`config.mk`:
```
export PLATFORM = sky130hd
export DESIGN_NAME = bfsp_apb_regs
export DESIGN_NICKNAME = d
export VERILOG_FILES = /design/src/bfsp_pkg.sv /design/src/bfsp_apb_regs.sv
export SDC_FILE = /design/constraint.sdc
export NUM_CORES = 1
export LEC_CHECK = 0
export BUFFER_PORTS_ARGS = -buffer_cell sky130_fd_sc_hd__buf_2
export CELL_PAD_IN_SITES_DETAIL_PLACEMENT = 1
export CELL_PAD_IN_SITES_GLOBAL_PLACEMENT = 2
export CORE_UTILIZATION = 16
export DETAILED_ROUTE_END_ITERATION = 12
export PLACE_DENSITY = 0.73
export SKIP_CTS_REPAIR_TIMING = 1
export SLEW_MARGIN = 20
export SYNTH_ARGS = -nofsm -noshare
export SYNTH_HDL_FRONTEND = slang
export SYNTH_SLANG_ARGS = --single-unit
```
`constraint.sdc`:
```
create_clock -name i_clk -period 1 [get_ports i_clk]
set_clock_uncertainty 0.2 [all_clocks]
set_input_delay 0.1 -clock i_clk [delete_from_list [all_inputs] [get_ports i_clk]]
set_output_delay 0.1 -clock i_clk [all_outputs]
set_load 0.005 [all_outputs]
```
`src/bfsp_pkg.sv`:
```
// ----------------------------------------------------------------------------
// bfsp_pkg
// Shared types and constants of the shortest-path engine.
// ----------------------------------------------------------------------------
package bfsp_pkg;

    localparam int ID_W          = 6;
    localparam int IN_WEIGHT_W   = 16;
    localparam int COST_W        = 32;
    localparam int CFG_VCOUNT_W  = 7;
    localparam int CFG_SOURCE_W  = 6;
    localparam int APB_ADDR_W    = 3;
    localparam int APB_DATA_W    = 32;

    localparam int DEF_MAX_VERTICES = 64;
    localparam int DEF_MAX_EDGES    = 256;
    localparam int DEF_WEIGHT_BITS  = 16;

    localparam logic REG_VERTEX_COUNT = 1'b0;
    localparam logic REG_SOURCE       = 1'b1;

    localparam logic signed [COST_W-1:0] COST_MAX = 32'sh7FFF_FFFF;
    localparam logic signed [COST_W-1:0] COST_MIN = 32'sh8000_0000;

    typedef struct packed {
        logic                          carries_edge;
        logic [ID_W-1:0]               from_vertex;
        logic [ID_W-1:0]               to_vertex;
        logic signed [IN_WEIGHT_W-1:0] edge_weight;
        logic                          final_item;
    } t_in_req;

    typedef struct packed {
        logic [ID_W-1:0]          vertex_index;
        logic signed [COST_W-1:0] path_cost;
        logic                     reached;
        logic                     no_negative_cycle;
        logic                     edges_dropped;
        logic                     last_result;
    } t_out_res;

    typedef struct packed {
        logic                     ok;
        logic signed [COST_W-1:0] cost;
    } t_dist_entry;

    typedef struct packed {
        logic [CFG_VCOUNT_W-1:0] vertex_count;
        logic [CFG_SOURCE_W-1:0] source_vertex;
    } t_cfg;

    typedef enum logic [3:0] {
        ST_IDLE,
        ST_INIT,
        ST_SCAN,
        ST_DRAIN,
        ST_VRD,
        ST_VCMP,
        ST_PEND,
        ST_ERD,
        ST_ELD,
        ST_EOUT
    } t_state;

endpackage

```
`src/bfsp_apb_regs.sv`:
```
// ----------------------------------------------------------------------------
// bfsp_apb_regs
// Configuration registers behind an APB-style port.
// ----------------------------------------------------------------------------
module bfsp_apb_regs (
    input  logic                                i_clk,
    input  logic                                i_rst_n,
    input  logic                                psel,
    input  logic                                penable,
    input  logic                                pwrite,
    input  logic [bfsp_pkg::APB_ADDR_W-1:0]     paddr,
    input  logic [bfsp_pkg::APB_DATA_W-1:0]     pwdata,
    output logic [bfsp_pkg::APB_DATA_W-1:0]     prdata,
    output logic                                pready,
    output bfsp_pkg::t_cfg                      o_cfg
);

    bfsp_pkg::t_cfg r_cfg;
    logic           w_wr;

    assign w_wr   = psel && penable && pwrite;
    assign pready = 1'b1;
    assign o_cfg  = r_cfg;

    always_ff @(posedge i_clk) begin
        if (!i_rst_n) begin
            r_cfg.vertex_count  <= bfsp_pkg::CFG_VCOUNT_W'(1);
            r_cfg.source_vertex <= '0;
        end else if (w_wr) begin
            unique case (paddr[2])
                bfsp_pkg::REG_VERTEX_COUNT: begin
                    r_cfg.vertex_count <= pwdata[bfsp_pkg::CFG_VCOUNT_W-1:0];
                end
                bfsp_pkg::REG_SOURCE: begin
                    r_cfg.source_vertex <= pwdata[bfsp_pkg::CFG_SOURCE_W-1:0];
                end
                default: begin
                end
            endcase
        end
    end

    always_comb begin
        unique case (paddr[2])
            bfsp_pkg::REG_VERTEX_COUNT: prdata = bfsp_pkg::APB_DATA_W'(r_cfg.vertex_count);
            bfsp_pkg::REG_SOURCE:       prdata = bfsp_pkg::APB_DATA_W'(r_cfg.source_vertex);
            default:                    prdata = '0;
        endcase
    end

endmodule

```
# Word-level counts from Yosys, hierarchy flattened
# Index checks and enable logic that the tools add are counted.
dict set report word_totals {
  register_bits 13
}
dict set report op_classes {
  mux 1
  bitwise_logic 1
  reduce_logical 4
}
# op n
set ops {}
lappend ops {{$pmux W32 S2} 1}
lappend ops {{$reduce_and A2 Y1} 2}
lappend ops {{$logic_and A1 B1 Y1} 2}
lappend ops {{$not A1 Y1} 1}

# Logic depth before layout (Yosys ltp)
# Gate-level depths: netlist of run 1.
dict set report depth {
  word_depth 3
  mapped_depth 4
  ltp_nobuf 2
}

# Worst setup path after synthesis of run 1
# Ideal clock, no wire load.
dict set report synth_path {
  path_kind {input to register}
  startpoint {input port paddr[2] (netlist bit)}
  endpoint {register r_cfg (netlist bit o_cfg[6])}
  arrival_ns 0.617
  t_required_ns 0.680
  slack_ns 0.063
  cell_stages 4
  n_path_buf 2
  path_cell_list {buf_6 nand4b_4 buf_6 mux2i_1}
}
dict set report synth_between {
  elab_chain_len 2
}
# item line_no
set synth_lines {}
lappend synth_lines {{from (decl)} bfsp_apb_regs.sv:11} ;# input logic [bfsp_pkg::APB_ADDR_W-1:0] paddr,
lappend synth_lines {{$not A1 Y1} --}
lappend synth_lines {{$reduce_and A2 Y1 (no line)} --}
lappend synth_lines {{to (decl)} bfsp_apb_regs.sv:18} ;# bfsp_pkg::t_cfg r_cfg;
# Every way passes these cells.
# A chain may end at the register's enable or synchronous reset.

# Final worst setup path of run 1
dict set report layout_path {
  startpoint {register r_cfg (netlist bit o_cfg[8])}
  endpoint {output port prdata[2] (netlist bit)}
}
dict set report layout_between {
  elab_chain_len 1
}
# item line_no
set layout_lines {}
lappend layout_lines {{$pmux W32 S2} bfsp_apb_regs.sv:44} ;# unique case (paddr[2])
lappend layout_lines {{to (decl)} bfsp_apb_regs.sv:13} ;# output logic [bfsp_pkg::APB_DATA_W-1:0] prdata,
# Every way passes these cells. The select of a mux whose other input is x is not followed.

==> metrics.md, run 1 <==
| Metric | Value |
|---|---|
| CTS HTree Levels | `1` |
| Synthesized cell area | `820 um^2` |
| Initial antenna violation count | `0` |
| Residual DRC count | `0` |
| Chip height | `73.6 um` |
| Peak Freq | `802 MHz` |
| Max-cap violations | `0` |
| Fillers | `609` |
| Asr flop ratio synth | `0%` |
| Number of placement rows | `25` |
| Final net count | `182` |
| Synth top cells by count | `buf_4, nand2_1, dfxtp_1, mux2i_1, mux2_2` |
| Hold_ws | `-0.0603 ns` |
| DP Wirelength | `1630 um` |
| CTS tree | `done` |
| # diodes | `0` |
| Violated checks | `hold timing, setup timing` |
| Synth cell types | `12` |
| Worst VDD drop | `662 uV` |
| Synth top area share | `31.8%` |
| Multi-input gate area | `443 um^2` |
| DIE AREA | `5410 um^2` |
| Synth Area per Inst | `9.31 um^2` |
| Clk pwr share | `37.9%` |
| Final worst-path setup slack | `-0.246 ns` |
| Max-slew violation count | `0` |
| CTS Buffer Depth | `2` |
| Largest register FFs | `13` |
| Num CTS Buffers | `3` |
| Crit share post-route | `125%` |
| Hold Fails Final Rpt | `3` |
| Fin Setup TNS | `-2.62 ns` |
| Int Power | `939 uW` |
| First-pass GRT wire length | `3020 um` |
| Die width | `73.6 um` |
| Drt wl/cell | `9.82 um` |
| Sequential share of the synthesized area | `31.8%` |
| Core area | `4820 um^2` |
| Sw Pwr | `297 uW` |
| Critical Path Start Type | `flip-flop` |
| Gpl congestion | `0.612` |
| Vias per inst | `3.34` |
| PnR Total Power | `1.24 mW` |
| Worst EP arrival | `0.95 ns` |
| Storage cell area | `277 um^2` |
| # placed instances | `196` |
| PortBufs | `32` |
| Synth warnings | `0` |
| Via count | `694` |
| Starting density of the core | `17.0%` |
| EDFF count, synth | `0` |
| Status | `complete, but fails checks` |
| Top cell type by total area after synthesis | `dfxtp_1` |
| Area growth from synthesis to layout | `64.6%` |
| Dpl ws | `-0.147 ns` |
| Fin cells | `208` |
| Hold depth | `3` |
| Data required time at the worst endpoint | `0.70 ns` |
| TritonCTS sink count | `13` |
| Share of cells above drive strength 1 | `52.5%` |
| Min Clock Period, post-route | `1.25 ns` |
| Largest net degree at the start of global routing | `11` |
| Pwr/cell area | `917 nW/um^2` |
| Root buf cell | `clkbuf_8` |
| Initial DRC Count | `11` |
| Total global-route track usage | `7.43%` |
| Worst-skew pair later-pin latency | `0.24 ns` |
| Pre-antenna DRT Iters | `2` |
| I/O pins | `86` |
| Combinational power share | `18.5%` |
| Crit end category | `output port` |
| Worst reg2reg path depth | `4` |
| Gr ovfl total | `0` |
| Sw Ratio | `24.0%` |
| Crit-path max FO | `2` |
| Ranking of synthesized cells by area | `dfxtp_1, buf_4, mux2i_1, nand2_1, mux2_2` |
| LEAKAGE | `0.729 nW` |
| Cells after synthesis | `88` |
| Worst hold path class | `in -> reg` |
| Clock Pin Slew Worst Setup and Hold Paths | `0.06 ns` |
| Overall routed net length | `2040 um` |
| Vias in the first global route | `635` |
| Top_reg_cell synth | `dfxtp_1` |
| Crit Path Category | `reg -> out` |
| RSZ-0062 raised after global routing | `yes` |
| Reg power frac | `43.5%` |
| Number of synthesized register bits | `13` |
| Antenna Nets Post-Route | `0` |
| Finish-stage setup viols | `20` |
| Most frequent cell after synthesis | `buf_4` |
## metrics by stage
stage / instance area (um^2) / utilization [%]
3_3_place_gp: 1070 / 22.1
3_5_place_dp: 1070 / 22.1
5_1_grt: 1350 / 28.0
2_1_floorplan: 910 / -
6_report: 1350 / 28.0
4_1_cts: 1110 / 23.1
## per-layer routing
layer / track usage (%) / wire (um)
met3: 3.43 / 167
met2: 12.5 / 963
met4: 0 / 0
met1: 9.20 / 912
met5: 0 / 0
## layout by cell type (no fill, tap or decap)
master,netlist,final
conb_1,2,26
buf_6,2,22
nand2_1,19,19
buf_2,0,14
mux2i_1,13,13
dfxtp_2,0,13
buf_4,26,11
dlygate4sd3_1,0,6
mux2_4,0,5
clkbuf_8,0,3
nor2b_1,2,2
buf_12,0,2
mux2_2,6,1
and2b_2,1,1
nand4_2,1,1
nand4b_4,1,1
clkbuf_1,2,1
## power groups by stage
stage               combinational, mW  sequential [mW]  clock (mW)
finish                          0.229            0.538       0.469
global route                    0.253            0.539       0.529
CTS                             0.183            0.535       0.489
detailed placement              0.182            0.547           0
global placement                0.181            0.546           0
floorplan                       0.160            0.549           0
## critical path, cell delays in order (launching register included)
cell     delay, ns
dfxtp_2       0.32
mux2_4        0.27
buf_6         0.12
## final timing paths
check / from / endpoint / slack [ns]
hold reg to reg: o_cfg[12]$_SDFFE_PN0P_ / o_cfg[12]$_SDFFE_PN0P_ / 0.28
setup / recovery: o_cfg[8]$_SDFFE_PN0P_ / prdata[2] / -0.25
hold / removal: pwdata[3] / o_cfg[3]$_SDFFE_PN0P_ / -0.06
setup reg to reg: o_cfg[4]$_SDFFE_PN0P_ / o_cfg[4]$_SDFFE_PN0P_ / 0.04
## cell families (layout without fill, tap and decap cells)
logic type,Yosys count,in the layout,synth area share (%)
buffers and inverters,30,59,27.5
AND/OR/NAND/NOR,24,24,15.7
flip-flops,13,13,31.8
other,2,26,0.916
multiplexers,19,19,24.1
## final cells by class
| cell class | instances | share of cell area, % |
|---|---|---|
| clock buffers | 4 | 3.34 |
| multi-input cells | 69 | 32.8 |
| flip-flops and latches | 13 | 20.5 |
| well taps | 67 | 6.22 |
| repair buffers | 55 | 37.1 |
Power figures use the tool's default switching activity.
==> run 2, diff against run 1 <==
--- a/config.mk
+++ b/config.mk
@@ -8,9 +8,10 @@
 export BUFFER_PORTS_ARGS = -buffer_cell sky130_fd_sc_hd__buf_2
 export CELL_PAD_IN_SITES_DETAIL_PLACEMENT = 1
 export CELL_PAD_IN_SITES_GLOBAL_PLACEMENT = 2
-export CORE_UTILIZATION = 16
+export CORE_UTILIZATION = 17
+export CTS_BUF_LIST = sky130_fd_sc_hd__clkbuf_4 sky130_fd_sc_hd__clkbuf_8
 export DETAILED_ROUTE_END_ITERATION = 12
-export PLACE_DENSITY = 0.73
+export PLACE_DENSITY = 0.77
 export SKIP_CTS_REPAIR_TIMING = 1
 export SLEW_MARGIN = 20
 export SYNTH_ARGS = -nofsm -noshare
==> metrics.md, run 2 (same netlist as run 1, synthesis figures left out) <==
| Metric | Value |
|---|---|
| Final worst-path setup slack | `-0.249 ns` |
| Slowest library cell on the worst path | `dfxtp_2` |
| Initial antenna violation count | `0` |
| First-pass GRT wire length | `3090 um` |
| GR Layer Usage met1 | `9.97%` |
| Core area | `4500 um^2` |
| Initial DRC Count | `12` |
| Total global-route track usage | `8.01%` |
| Crit Path Category | `reg -> out` |
| PnR Total Power | `1.27 mW` |
| Worst hold path class | `in -> reg` |
| Final Instance Area | `1360 um^2` |
| Crit-path max FO | `2` |
| Worst EP arrival | `0.95 ns` |
| Pre-antenna DRT Iters | `4` |
| Max-slew violation count | `0` |
| Fin cells | `196` |
| Commonest cells after routing, fill and taps aside | `buf_6, conb_1, nand2_1, buf_2` |
| PortBufs | `32` |
| Violated checks | `hold timing, setup timing` |
| Die width | `71.4 um` |
| Vias in the first global route | `618` |
| Min Clock Period, post-route | `1.25 ns` |
| Antenna Nets Post-Route | `0` |
| I/O pins | `86` |
| CTS HTree Levels | `1` |
| Vias per inst | `3.61` |
| Hold Fails Final Rpt | `6` |
| Area growth from synthesis to layout | `66.4%` |
| Share of cells above drive strength 1 | `59.0%` |
| Max-cap violations | `0` |
| CP Cell Sequence | `mux2_4 -> buf_6` |
| Peak Freq | `801 MHz` |
| DIE AREA | `5100 um^2` |
| DP Area | `1020 um^2` |
| Pwr/cell area | `931 nW/um^2` |
| Worst VDD drop | `301 uV` |
| Hold_ws | `-0.0775 ns` |
| Drt wl/cell | `11.0 um` |
| Critical Path Start Type | `flip-flop` |
| RSZ-0062 raised after global routing | `yes` |
| Worst-skew pair later-pin latency | `0.24 ns` |
| Finish-stage setup viols | `20` |
| Crit share post-route | `125%` |
| CTS tree | `done` |
| Starting density of the core | `18.2%` |
| Via count | `707` |
| Largest net degree at the start of global routing | `12` |
| Data required time at the worst endpoint | `0.70 ns` |
| Met3 usage | `3.38%` |
| Crit end category | `output port` |
| Slowest Stage Delay on Critical Path | `0.32 ns` |
| CTS Buffer Depth | `2` |
| Root buf cell | `clkbuf_8` |
| Gpl congestion | `0.678` |
| Final core utilization | `30.3%` |
| Met2 GRT Util | `13.1%` |
| Number of placement rows | `24` |
| Commonest non-fill, non-tap cell in the layout | `buf_6` |
| Most Crowded Layer GR | `met2` |
| Num CTS Buffers | `3` |
| LEAKAGE | `0.757 nW` |
| Residual DRC count | `0` |
| DP Wirelength | `1550 um` |
| # placed instances | `179` |
| Clock Pin Slew Worst Setup and Hold Paths | `0.06 ns` |
| Largest register FFs | `13` |
| TritonCTS sink count | `13` |
| Chip height | `71.4 um` |
| Status | `complete, but fails checks` |
| Gr ovfl total | `0` |
| Final net count | `185` |
| Overall routed net length | `2160 um` |
| # diodes | `0` |
[run 2: cell type report]
type	instances	area, um^2
tap	52	65.1
timing repair buffer	58	522
fill	530	3140
multi-input combinational	69	452
clock buffer	4	48.8
sequential	13	277
[run 2: critical path, delay by kind of cell (launching register included)]
kind | cells | cell delay (ns)
buffers and inverters | 1 | 0.12
multiplexers | 1 | 0.27
flip-flops | 1 | 0.32
[run 2: metal layers]
| metal | vias up | wire length, um |
|---|---|---|
| li1 | 341 | - |
| met1 | 327 | 896 |
| met2 | 39 | 1110 |
| met3 | 0 | 156 |
| met4 | 0 | 0 |
| met5 | - | 0 |
[run 2: stage by stage]
step	setup WS, ns	TNS [ns]
6_report	-0.249	-2.59
5_1_grt	-0.286	-3.40
4_1_cts	-0.279	-2.87
3_5_place_dp	-0.126	-1.80
3_3_place_gp	-0.126	-1.74
2_1_floorplan	0.0631	0
[run 2: worst paths after layout]
kind                           from                      to  slack [ns]  cells past startpoint
max           o_cfg[7]$_SDFFE_PN0P_               prdata[1]       -0.25                      2
min                       pwdata[1]   o_cfg[1]$_SDFFE_PN0P_       -0.08                      3
max reg2reg  o_cfg[10]$_SDFFE_PN0P_  o_cfg[10]$_SDFFE_PN0P_           0                      4
min reg2reg  o_cfg[11]$_SDFFE_PN0P_  o_cfg[11]$_SDFFE_PN0P_        0.29                      2
[run 2: power breakdown]
| group | total (mW) | leakage (nW) | switching [mW] | internal (mW) |
|---|---|---|---|---|
| clock network | 0.500 | 0.0262 | 0.191 | 0.309 |
| logic | 0.231 | 0.620 | 0.104 | 0.127 |
| registers | 0.539 | 0.111 | 0.00727 | 0.532 |
